### src/sv/efg_pkg.sv
package efg_pkg;

  // table size and flag word width
  localparam int WAITERS   = 8;
  localparam int FLAG_BITS = 32;

  // fixed field widths
  localparam int TASK_W    = 3;
  localparam int TASK_SPAN = 1 << TASK_W;
  localparam int DATA_W    = 32;

  // command codes on the request side
  typedef enum logic [1:0] {
    CMD_SET     = 2'd0,
    CMD_CLEAR   = 2'd1,
    CMD_WAIT    = 2'd2,
    CMD_TIMEOUT = 2'd3
  } cmd_t;

  // result kinds
  typedef enum logic [2:0] {
    KIND_OK      = 3'd0,
    KIND_QUEUED  = 3'd1,
    KIND_TIMEOUT = 3'd2,
    KIND_WOKEN   = 3'd3,
    KIND_NONE    = 3'd4,
    KIND_ACK     = 3'd5
  } kind_t;

  // broadcast from the controller to every waiter cell
  typedef struct packed {
    logic                 adv;
    logic                 tok_clr;
    logic                 eval;
    logic                 wr;
    logic                 drop;
    logic [FLAG_BITS-1:0] word;
    logic [FLAG_BITS-1:0] mask;
    logic                 wait_all;
    logic                 clr_done;
  } cell_ctrl_t;

endpackage

### src/sv/efg_cell.sv
module efg_cell import efg_pkg::*; (
  input  logic                 clk,
  input  logic                 rst,
  input  cell_ctrl_t           ctrl,
  input  logic                 sel,
  input  logic                 tok_in,
  output logic                 tok,
  input  logic [FLAG_BITS-1:0] cmask_in,
  output logic [FLAG_BITS-1:0] cmask_out,
  input  logic                 later_in,
  output logic                 later_out,
  output logic                 busy,
  output logic                 hit,
  output logic [FLAG_BITS-1:0] rcv,
  output logic                 last
);

  logic                 valid;
  logic [FLAG_BITS-1:0] mask;
  logic                 all_bit;
  logic                 clr_bit;
  logic                 woke;
  logic [FLAG_BITS-1:0] masked;
  logic                 sat;

  // wait condition against the broadcast word
  assign masked = ctrl.word & mask;
  assign sat    = all_bit ? (masked == mask) : (|masked);

  // control state: registration, wake flag and scan token
  always_ff @(posedge clk) begin
    if (rst) begin
      valid <= 1'b0;
      woke  <= 1'b0;
      tok   <= 1'b0;
    end else begin
      if (ctrl.eval) begin
        woke <= valid && sat;
        if (valid && sat) valid <= 1'b0;
      end else if (sel && ctrl.wr) begin
        valid <= 1'b1;
      end else if (sel && ctrl.drop) begin
        valid <= 1'b0;
      end
      if (ctrl.tok_clr) begin
        tok <= 1'b0;
      end else if (ctrl.adv) begin
        tok <= tok_in;
      end
    end
  end

  // waiter payload and received bits
  always_ff @(posedge clk) begin
    if (ctrl.eval) rcv <= masked;
    if (sel && ctrl.wr) begin
      mask    <= ctrl.mask;
      all_bit <= ctrl.wait_all;
      clr_bit <= ctrl.clr_done;
    end
  end

  // neighbor chains: clear-on-exit union upward, later-woken flag downward
  assign cmask_out = cmask_in | ((woke && clr_bit) ? rcv : '0);
  assign later_out = later_in | woke;
  assign busy      = valid;
  assign hit       = tok && woke;
  assign last      = !later_in;

endmodule

### src/sv/event_flag_group.sv
// Event-flag group with one waiter slot per task, held in a row of waiter cells.
// Requests carry a command in s_tuser; clear, wait and timeout requests give a
// single result that sits in the output register the next cycle. A set request
// passes an evaluate state that checks all waiters and a clear state that clears
// the clear-on-exit bits, then a scan token walks the cell row one cell per cycle
// and emits one woken result per satisfied slot in ascending order; when nothing
// wakes, the scan is skipped. The token walk is the limit on set throughput and
// it pauses while the output register is stalled. A new request is taken only
// while no set is in progress and the output register is free or being drained.
module event_flag_group import efg_pkg::*; (
  input  logic        clk,
  input  logic        rst,
  input  logic        s_tvalid,
  output logic        s_tready,
  // flags[31:0], task_id[34:32], wait_all[35], clear_when_done[36], may_block[37]
  input  logic [39:0] s_tdata,
  // cmd[1:0]
  input  logic [1:0]  s_tuser,
  output logic        m_tvalid,
  input  logic        m_tready,
  // slot[2:0], received[34:3], flags_now[66:35]
  output logic [71:0] m_tdata,
  // kind[2:0]
  output logic [2:0]  m_tuser,
  output logic        m_tlast
);

  typedef enum logic [1:0] {
    ST_IDLE,
    ST_EVAL,
    ST_CLR,
    ST_SCAN
  } state_t;

  state_t               state;
  logic [FLAG_BITS-1:0] flag_word;
  logic                 tok_start;

  logic                 out_valid;
  kind_t                out_kind;
  logic [TASK_W-1:0]    out_slot;
  logic [DATA_W-1:0]    out_rcv;
  logic [DATA_W-1:0]    out_now;
  logic                 out_last;

  cell_ctrl_t           ctrl;
  logic [WAITERS-1:0]   sel;
  logic [WAITERS-1:0]   tok_q;
  logic [WAITERS-1:0]   tok_in_v;
  logic [WAITERS-1:0]   busy_v;
  logic [WAITERS-1:0]   hit_v;
  logic [WAITERS-1:0]   last_v;
  logic [FLAG_BITS-1:0] rcv_v [WAITERS];
  logic [FLAG_BITS-1:0] cm_c [WAITERS+1];
  logic [WAITERS:0]     later_c;
  logic [TASK_SPAN-1:0] busy_pad;

  cmd_t                 cmd;
  logic [FLAG_BITS-1:0] fl;
  logic [TASK_W-1:0]    task_id;
  logic                 wait_all;
  logic                 clr_done;
  logic                 may_block;
  logic                 in_range;
  logic                 accept;
  logic                 out_free;
  logic [FLAG_BITS-1:0] w_masked;
  logic                 w_sat;
  logic                 w_queue;
  logic                 any_hit;
  logic [TASK_W-1:0]    hit_slot;
  logic [FLAG_BITS-1:0] hit_rcv;
  logic                 hit_last;
  logic [FLAG_BITS-1:0] cmask_all;

  // request unpacking
  assign cmd       = cmd_t'(s_tuser);
  assign fl        = FLAG_BITS'(s_tdata[31:0]);
  assign task_id   = s_tdata[34:32];
  assign wait_all  = s_tdata[35];
  assign clr_done  = s_tdata[36];
  assign may_block = s_tdata[37];
  assign in_range  = 32'(task_id) < WAITERS;

  assign out_free = !out_valid || m_tready;
  assign s_tready = (state == ST_IDLE) && out_free;
  assign accept   = s_tvalid && s_tready;

  // immediate wait check
  assign w_masked = flag_word & fl;
  assign w_sat    = wait_all ? (w_masked == fl) : (|w_masked);
  assign w_queue  = !w_sat && may_block && in_range;

  // cell controls
  always_comb begin
    ctrl          = '0;
    ctrl.adv      = (state == ST_SCAN) && out_free;
    ctrl.tok_clr  = (state == ST_EVAL);
    ctrl.eval     = (state == ST_EVAL);
    ctrl.wr       = accept && (cmd == CMD_WAIT) && w_queue;
    ctrl.drop     = accept && ((cmd == CMD_WAIT) || (cmd == CMD_TIMEOUT));
    ctrl.word     = flag_word;
    ctrl.mask     = fl;
    ctrl.wait_all = wait_all;
    ctrl.clr_done = clr_done;
  end

  // slot decode
  always_comb begin
    for (int i = 0; i < WAITERS; i++) begin
      sel[i] = in_range && (32'(task_id) == i);
    end
  end

  // row of waiter cells
  assign tok_in_v          = WAITERS'({tok_q, tok_start});
  assign cm_c[0]           = '0;
  assign later_c[WAITERS]  = 1'b0;

  for (genvar i = 0; i < WAITERS; i++) begin : g_cell
    efg_cell u_cell (
      .clk       (clk),
      .rst       (rst),
      .ctrl      (ctrl),
      .sel       (sel[i]),
      .tok_in    (tok_in_v[i]),
      .tok       (tok_q[i]),
      .cmask_in  (cm_c[i]),
      .cmask_out (cm_c[i+1]),
      .later_in  (later_c[i+1]),
      .later_out (later_c[i]),
      .busy      (busy_v[i]),
      .hit       (hit_v[i]),
      .rcv       (rcv_v[i]),
      .last      (last_v[i])
    );
  end

  assign cmask_all = cm_c[WAITERS];
  assign busy_pad  = TASK_SPAN'(busy_v);

  // pick the cell holding the token
  always_comb begin
    any_hit  = |hit_v;
    hit_slot = '0;
    hit_rcv  = '0;
    hit_last = 1'b0;
    for (int i = 0; i < WAITERS; i++) begin
      if (hit_v[i]) begin
        hit_slot = TASK_W'(i);
        hit_rcv  = rcv_v[i];
        hit_last = last_v[i];
      end
    end
  end

  // sequencer, flag word and output register
  always_ff @(posedge clk) begin
    if (rst) begin
      state     <= ST_IDLE;
      flag_word <= '0;
      tok_start <= 1'b0;
      out_valid <= 1'b0;
    end else begin
      if (m_tready) out_valid <= 1'b0;
      unique case (state)
        ST_IDLE: begin
          if (accept) begin
            unique case (cmd)
              CMD_SET: begin
                flag_word <= flag_word | fl;
                state     <= ST_EVAL;
              end
              CMD_CLEAR: begin
                flag_word <= flag_word & ~fl;
                out_valid <= 1'b1;
                out_kind  <= KIND_ACK;
                out_slot  <= '0;
                out_rcv   <= '0;
                out_now   <= DATA_W'(flag_word & ~fl);
                out_last  <= 1'b1;
              end
              CMD_WAIT: begin
                out_valid <= 1'b1;
                out_slot  <= task_id;
                out_last  <= 1'b1;
                if (w_sat) begin
                  out_kind <= KIND_OK;
                  out_rcv  <= DATA_W'(w_masked);
                  if (clr_done) begin
                    flag_word <= flag_word & ~w_masked;
                    out_now   <= DATA_W'(flag_word & ~w_masked);
                  end else begin
                    out_now <= DATA_W'(flag_word);
                  end
                end else begin
                  out_kind <= w_queue ? KIND_QUEUED : KIND_TIMEOUT;
                  out_rcv  <= '0;
                  out_now  <= DATA_W'(flag_word);
                end
              end
              default: begin
                out_valid <= 1'b1;
                out_kind  <= (in_range && busy_pad[task_id]) ? KIND_TIMEOUT : KIND_ACK;
                out_slot  <= task_id;
                out_rcv   <= '0;
                out_now   <= DATA_W'(flag_word);
                out_last  <= 1'b1;
              end
            endcase
          end
        end
        ST_EVAL: begin
          state <= ST_CLR;
        end
        ST_CLR: begin
          flag_word <= flag_word & ~cmask_all;
          if (later_c[0]) begin
            tok_start <= 1'b1;
            state     <= ST_SCAN;
          end else begin
            out_valid <= 1'b1;
            out_kind  <= KIND_NONE;
            out_slot  <= '0;
            out_rcv   <= '0;
            out_now   <= DATA_W'(flag_word);
            out_last  <= 1'b1;
            state     <= ST_IDLE;
          end
        end
        default: begin
          if (out_free) begin
            tok_start <= 1'b0;
            if (any_hit) begin
              out_valid <= 1'b1;
              out_kind  <= KIND_WOKEN;
              out_slot  <= hit_slot;
              out_rcv   <= DATA_W'(hit_rcv);
              out_now   <= DATA_W'(flag_word);
              out_last  <= hit_last;
              if (hit_last) state <= ST_IDLE;
            end
          end
        end
      endcase
    end
  end

  assign m_tvalid = out_valid;
  assign m_tdata  = {5'd0, out_now, out_rcv, out_slot};
  assign m_tuser  = out_kind;
  assign m_tlast  = out_last;

endmodule

### config.mk
export PLATFORM = sky130hd
export DESIGN_NAME = event_flag_group
export DESIGN_NICKNAME = d
export VERILOG_FILES = /design/src/sv/efg_pkg.sv /design/src/sv/efg_cell.sv /design/src/sv/event_flag_group.sv
export SDC_FILE = /design/constraint.sdc
export NUM_CORES = 1
export LEC_CHECK = 0
export ABC_AREA = 1
export BUFFER_PORTS_ARGS = -buffer_cell sky130_fd_sc_hd__buf_2
export CORE_MARGIN = 2
export CORE_UTILIZATION = 40
export CTS_CLUSTER_DIAMETER = 100
export CTS_CLUSTER_SIZE = 16
export DETAILED_ROUTE_END_ITERATION = 16
export HOLD_SLACK_MARGIN = 0.1
export MAX_ROUTING_LAYER = met4
export PLACE_DENSITY = 0.62
export SYNTH_ARGS = -nofsm -noshare
export SYNTH_HDL_FRONTEND = slang
export SYNTH_SLANG_ARGS = --single-unit
export TNS_END_PERCENT = 5
### constraint.sdc
create_clock -name clk -period 35.7 [get_ports clk]
set_input_delay 10.71 -clock clk [delete_from_list [all_inputs] [get_ports clk]]
set_output_delay 10.71 -clock clk [all_outputs]
set_load 0.01 [all_outputs]
==> results of run 1 <==
[worst reg2reg max path, cell delays in order (launching register included)]
cell	delay (ns)
sky130_fd_sc_hd__dfxtp_1	0.32
sky130_fd_sc_hd__buf_4	0.37
sky130_fd_sc_hd__inv_1	0.08
sky130_fd_sc_hd__buf_4	0.34
sky130_fd_sc_hd__nand2_2	0.12
sky130_fd_sc_hd__buf_4	0.65
sky130_fd_sc_hd__inv_1	0.09
sky130_fd_sc_hd__buf_4	0.35
sky130_fd_sc_hd__nand2_1	0.19
sky130_fd_sc_hd__inv_1	0.07
sky130_fd_sc_hd__nor4_2	0.26
sky130_fd_sc_hd__buf_4	0.83
[logic make-up after synthesis]
group | count (synthesis) | synth area share (%)
adders and majority gates | 4 | 0.155
buffers and inverters | 813 | 9.54
other | 1 | 0.0116
DFF | 659 | 59.2
AOI/OAI and AO/OA | 634 | 12.1
and+or+nand+nor | 1487 | 19.0
[registers in the layout (all words and copies together), names as in the netlist, 32 cells and up]
name                cells
g_cell.u_cell.mask    256
g_cell.u_cell.rcv     256
flag_word              32
out_now                32
out_rcv                32
[worst paths after layout]
path / to / start / depth (start not counted) / slack (ns)
worst max-delay path: s_tready / m_tready / 4 / 13.65
worst min-delay path: tok_start / tok_start / 2 / 0.48
worst max register to register: out_now[16] / state[0] / 11 / 31.56
worst min register to register: tok_start / tok_start / 2 / 0.48
[metal layers]
layer | track usage [%] | wire [um] | up-vias
li1 | - | - | 12169
met1 | 41.5 | 49400 | 13008
met2 | 45.2 | 55000 | 1938
met3 | 6.66 | 15900 | 390
met4 | 14.5 | 6750 | 0
met5 | - | 0 | -
[cells in the mapped netlist, types with 7 or more instances]
library cell / n / area (um^2)
sky130_fd_sc_hd__o21ai_0: 141 / 706
sky130_fd_sc_hd__nand4_1: 71 / 444
sky130_fd_sc_hd__a31oi_1: 60 / 375
sky130_fd_sc_hd__o211ai_1: 40 / 300
sky130_fd_sc_hd__o221ai_1: 7 / 61.3
sky130_fd_sc_hd__nand3_1: 201 / 1010
sky130_fd_sc_hd__a21oi_1: 168 / 841
sky130_fd_sc_hd__a22oi_1: 17 / 128
sky130_fd_sc_hd__nor3_1: 46 / 230
sky130_fd_sc_hd__a22o_1: 32 / 280
sky130_fd_sc_hd__edfxtp_1: 599 / 18000
sky130_fd_sc_hd__nor4_1: 13 / 81.3
sky130_fd_sc_hd__a221oi_1: 43 / 377
sky130_fd_sc_hd__dfxtp_1: 60 / 1200
sky130_fd_sc_hd__o21ai_1: 39 / 195
sky130_fd_sc_hd__buf_2: 16 / 80.1
sky130_fd_sc_hd__nor2_1: 184 / 691
sky130_fd_sc_hd__nand2_1: 962 / 3610
sky130_fd_sc_hd__clkbuf_1: 165 / 619
sky130_fd_sc_hd__clkinv_1: 36 / 135
sky130_fd_sc_hd__a211oi_1: 40 / 300
sky130_fd_sc_hd__o22ai_1: 34 / 213
sky130_fd_sc_hd__inv_1: 583 / 2190
[power by group through the flow]
stage | clock network [mW] | registers (mW) | logic, mW
finish | 0.538 | 0.900 | 0.242
global route | 0.565 | 0.903 | 0.260
CTS | 0.539 | 0.899 | 0.236
detailed placement | 0 | 0.917 | 0.235
global placement | 0 | 0.916 | 0.234
floorplan | 0 | 0.907 | 0.136
[per-stage QoR]
step | hold slack, ns | setup WS (ns) | power (mW) | area, um^2 | util [%]
2_1_floorplan | 0.445 | 13.94 | 1.04 | 32400 | -
3_3_place_gp | 0.457 | 13.67 | 1.15 | 34000 | 42.4
3_5_place_dp | 0.457 | 13.64 | 1.15 | 34000 | 42.4
4_1_cts | 0.474 | 13.64 | 1.67 | 35400 | 44.1
5_1_grt | 0.487 | 13.58 | 1.73 | 35400 | 44.1
6_report | 0.479 | 13.65 | 1.68 | 35400 | 44.1
[layout by cell type (no fill, tap or decap), types with 12 or more instances in the layout]
master,Yosys,routed
sky130_fd_sc_hd__buf_2,16,116
sky130_fd_sc_hd__nor4_1,13,12
sky130_fd_sc_hd__o22ai_1,34,34
sky130_fd_sc_hd__dfxtp_1,60,60
sky130_fd_sc_hd__a221oi_1,43,43
sky130_fd_sc_hd__nor2_1,184,181
sky130_fd_sc_hd__a21oi_1,168,168
sky130_fd_sc_hd__nand4_1,71,71
sky130_fd_sc_hd__nand3_1,201,200
sky130_fd_sc_hd__a22o_1,32,32
sky130_fd_sc_hd__a22oi_1,17,17
sky130_fd_sc_hd__o21ai_1,39,39
sky130_fd_sc_hd__clkbuf_16,0,49
sky130_fd_sc_hd__edfxtp_1,599,599
sky130_fd_sc_hd__inv_1,583,571
sky130_fd_sc_hd__buf_4,5,54
sky130_fd_sc_hd__a211oi_1,40,40
sky130_fd_sc_hd__nor3_1,46,46
sky130_fd_sc_hd__o211ai_1,40,40
sky130_fd_sc_hd__nand2_1,962,959
sky130_fd_sc_hd__a31oi_1,60,60
sky130_fd_sc_hd__inv_2,4,16
sky130_fd_sc_hd__o21ai_0,141,141
sky130_fd_sc_hd__clkinv_1,36,36
sky130_fd_sc_hd__clkbuf_1,165,36
[cell type report]
cell class / count / area (um^2) / area share (%)
Antenna cell: 3 / 7.51 / 0.0212
Inverter: 623 / 2340 / 6.61
Clock buffer: 85 / 1360 / 3.85
Tap cell: 1060 / 1330 / 3.75
Timing Repair Buffer: 170 / 986 / 2.79
Clock inverter: 1 / 16.3 / 0.0460
Multi-Input combinational cell: 2130 / 10200 / 28.7
Sequential cell: 659 / 19200 / 54.2
==> results.cfg, run 1 <==
[layout]
layout.cells.non_filler = 4731
nFillCells = 7692
fraction_of_final_layout_cells_with_drive_strength_greater_than_1_pct = 7.01
num-nets-final = 3681
signed_area_change_from_the_synthesized_netlist_to_the_final_layout_pct = 9.29

[placed_design]
place.gp.congestion = 1.01
io_buffers = 116
detailed_place_hpwl_um = 83800
dp_cells = 4642

[timing]
hold_violations = 0
finalCriticalPeriod_ns = 22.05
slew-limit-headroom_pct = 23.3
fin_worst_skew_ns = 0.0250
rsz0062_at_grt = no
finalCritPeriodShare_pct = 61.8
final_max_slew_viol_count = 0
setup_tns_ns = 0
timing_worst_slew_pin_value_ns = 1.15
highest_clock_rate_mhz = 45.3
report.final.setup_viol = 0

[power]
p_seq_share_pct = 53.6
power.share.switching_pct = 29.3
clockPowerShare_pct = 32.0
p_sw_uw = 493
worst_ir_drop_vdd_mv = 0.0286
cellInternalPower_mw = 1.19
comb_power_share_pct = 14.4
leakagePower_nw = 16.1
power-per-cell-area_mw_per_mm2 = 47.5

[drt]
ant_nets = 0
dr.first_iter.drc_count = 4147
routed_wirelength_um = 127000
remaining_drc_errors = 0
wire_per_inst_um = 26.9
detailroute.via_count = 27505
dr.pass1.iters = 7
via_per_inst = 5.81

[floorplanning]
die_footprint_mm2 = 0.0833
row_count = 104
die_y_um = 289
chipWidth_um = 289
core_area_mm2 = 0.0803
top_level_ports = 124
start_util_pct = 40.3

[setup_path]
worst_ep_arrival_time_ns = 11.34
start_kind = input pin
critPathTopFamily = simple AND/OR/NAND/NOR gates
critical_path_peak_fanout = 4
critical-path-max-stage-delay_ns = 0.31
timing.critical_path.required_ns = 24.99
critical-path-slowest-cell = sky130_fd_sc_hd__nor2_1
timing.critical_path.cells = buf_2 -> nor2_1 -> nor2_4 -> buf_2
setup.worst_path.end_class = output port
critical_path_buffers_and_inverters = 2
path_class = in2out
critPathMostFrequentCell = sky130_fd_sc_hd__buf_2

[grt]
grt_first_pass_wirelength_um = 179000
track_usage_pct = 31.1
grt_pass1_vias = 25102
gr-total-overflow = 0
initial_antenna_violation_count = 4
grt_start_max_net_pins = 80

[cts]
clkTransAtPathRegs_ns = 0.08
post-cts-setup-buffers = 0
skew_pair_late_insertion_delay_ns = 0.62
cts_tree = built
cts.root.buffer_cell = sky130_fd_sc_hd__clkbuf_16
tritoncts.num_buffers = 47
cts_num_sinks = 659
clk_path_buf_depth = 3
cts-htree-levels = 2
post_cts_sizing_count = 0
cts_hold_repair.buffers = 0

[hold_path]
worst_hold_path_type = reg2reg

[synthesis]
yosys_warnings = 0
post_syn_area_mm2 = 0.0324
synth_flop_cell = sky130_fd_sc_hd__edfxtp_1
synth.yosys.seq_area_share_pct = 59.2
syn_inst = 3598
ys_async_sr_fraction_pct = 0
syn_avg_cell_area_um2 = 9.00
synthesized_flop_and_latch_total = 659
synth_cell_types = 41
synth_enable_flop_cells = 599

[job]
drv.max_cap_violation_count = 0

[outcome]
status = finished, final reports clean
No activity file was read; power rests on OpenSTA's default activity.
==> inputs of run 2 (changes only) <==
- clock period: 35.7 -> 20.6 ns (I/O delays scaled with it)
==> results.cfg, run 2 (synthesis gave the netlist of run 1 again) <==
[outcome]
status = finished, final reports clean

[grt]
grt_pass1_vias = 25278
track_usage_pct = 31.1
grt_first_pass_wirelength_um = 179000
grt_start_max_net_pins = 78
gr-total-overflow = 0
initial_antenna_violation_count = 4

[power]
power-per-cell-area_mw_per_mm2 = 82.0
worst_ir_drop_vdd_mv = 0.0578
p_sw_uw = 857
power.total_mw = 2.90
p_seq_share_pct = 53.8
clockPowerShare_pct = 31.8
comb_power_share_pct = 14.4
cellInternalPower_mw = 2.04
leakagePower_nw = 16.1
power.share.switching_pct = 29.6

[hold_path]
min_from = tok_start
worst_hold_path_type = reg2reg
whs_path_depth = 2
min_to = tok_start

[setup_path]
setup.worst_path.end_class = output port
r2r_slack_ns = 16.45
timing.rr.end = out_rcv[14]
worstReg2RegStart = state[0]
critPathMostFrequentCell = sky130_fd_sc_hd__buf_2
critical-path-slowest-cell = sky130_fd_sc_hd__nor2_1
critical_path_peak_fanout = 4
timing.critical_path.required_ns = 14.42
worst_r2r_path_depth = 11
critical-path-max-stage-delay_ns = 0.30
timing.critical_path.cells = buf_2 -> nor2_1 -> nor2_4 -> buf_2
worst_ep_arrival_time_ns = 6.80
start_kind = input pin
path_class = in2out

[timing]
setup_tns_ns = 0
timing_worst_slew_pin_value_ns = 1.20
finalCritPeriodShare_pct = 63.0
fin_worst_skew_ns = 0.0268
rsz0062_at_grt = no
highest_clock_rate_mhz = 77.1
final_max_slew_viol_count = 0
report.final.setup_viol = 0
slew-limit-headroom_pct = 19.3
finalCriticalPeriod_ns = 12.98
hold_violations = 0

[placed_design]
detailed_place_hpwl_um = 83600
io_buffers = 116
place_area_mm2 = 0.0340
dp_cells = 4642
place.gp.congestion = 1.01

[cts]
clk_path_buf_depth = 3
cts_num_sinks = 659
post-cts-setup-buffers = 0
skew_pair_late_insertion_delay_ns = 0.63
tritoncts.num_buffers = 47
post_cts_sizing_count = 0
cts_hold_repair.buffers = 0
clkTransAtPathRegs_ns = 0.07
cts_tree = built
cts.root.buffer_cell = sky130_fd_sc_hd__clkbuf_16
cts-htree-levels = 2

[layout]
fraction_of_final_layout_cells_with_drive_strength_greater_than_1_pct = 7.03
num-nets-final = 3681
nFillCells = 7733
design_area_mm2 = 0.0354
layout.cells.non_filler = 4733
top_regs = g_cell.u_cell.mask (256), g_cell.u_cell.rcv (256)
signed_area_change_from_the_synthesized_netlist_to_the_final_layout_pct = 9.23
layout.cells.most_common_list = 959 x sky130_fd_sc_hd__nand2_1, 599 x sky130_fd_sc_hd__edfxtp_1, 570 x sky130_fd_sc_hd__inv_1
layout_commonest_cell = sky130_fd_sc_hd__nand2_1

[drt]
remaining_drc_errors = 0
dr.pass1.iters = 6
detailroute.via_count = 27852
via_per_inst = 5.88
routed_wirelength_um = 128000
dr.first_iter.drc_count = 4657
wire_per_inst_um = 27.0
ant_nets = 0

[floorplanning]
top_level_ports = 124
die_footprint_mm2 = 0.0833
start_util_pct = 40.3
chipWidth_um = 289
die_y_um = 289
row_count = 104
core_area_mm2 = 0.0803

[job]
drv.max_cap_violation_count = 0
## run 2: changes by cell type in the layout (fill, tap and decap cells not counted), sizes merged
cell / previous run / this run
inv: 587 / 589
clkbuf: 85 / 82
diode: 3 / 5
clkinv: 37 / 38
## run 2: worst max path at each step
stage / start / to / cells after the start
2_1_floorplan: m_tready / m_tlast / 6
3_3_place_gp: m_tready / s_tready / 4
3_5_place_dp: m_tready / s_tready / 4
4_1_cts: m_tready / s_tready / 4
5_1_grt: m_tready / s_tready / 4
6_report: m_tready / s_tready / 4
## run 2: final cells by class
class                      instances  area, um^2  area share [%]
clock inverter                     4        42.5           0.120
sequential                       659       19200            54.2
multi-input combinational       2130       10200            28.8
inverter                         623        2340            6.61
antenna                            5        12.5          0.0354
timing repair buffer             170         986            2.79
clock buffer                      82        1310            3.70
tap                             1060        1330            3.75
## run 2: power by group through the flow
stage	clock network [mW]	logic (mW)	registers, mW
final	0.921	0.419	1.56
after floorplan	0	0.236	1.57
after global placement	0	0.403	1.59
after detailed placement	0	0.406	1.59
after global routing	0.970	0.447	1.57
after CTS	0.923	0.407	1.56
## run 2: critical path, delay by kind of cell
family	cells	cell delay, ns
simple gates	2	0.37
buf+inv	2	0.25
## run 2: per-layer routing
| layer | vias up | global-route usage, % | wire, um |
|---|---|---|---|
| li1 | 12176 | - | - |
| met1 | 13134 | 40.7 | 48400 |
| met2 | 2113 | 45.4 | 55100 |
| met3 | 429 | 7.87 | 17200 |
| met4 | 0 | 14.4 | 7160 |
| met5 | - | - | 0 |
## run 2: stage by stage
| stage | setup WS, ns | hold WS, ns | util (%) |
|---|---|---|---|
| final | 7.62 | 0.471 | 44.1 |
| after global routing | 7.55 | 0.503 | 44.1 |
| after CTS | 7.61 | 0.471 | 44.0 |
| after detailed placement | 7.61 | 0.460 | 42.4 |
| after global placement | 7.63 | 0.458 | 42.4 |
| after floorplan | 6.56 | 0.445 | - |
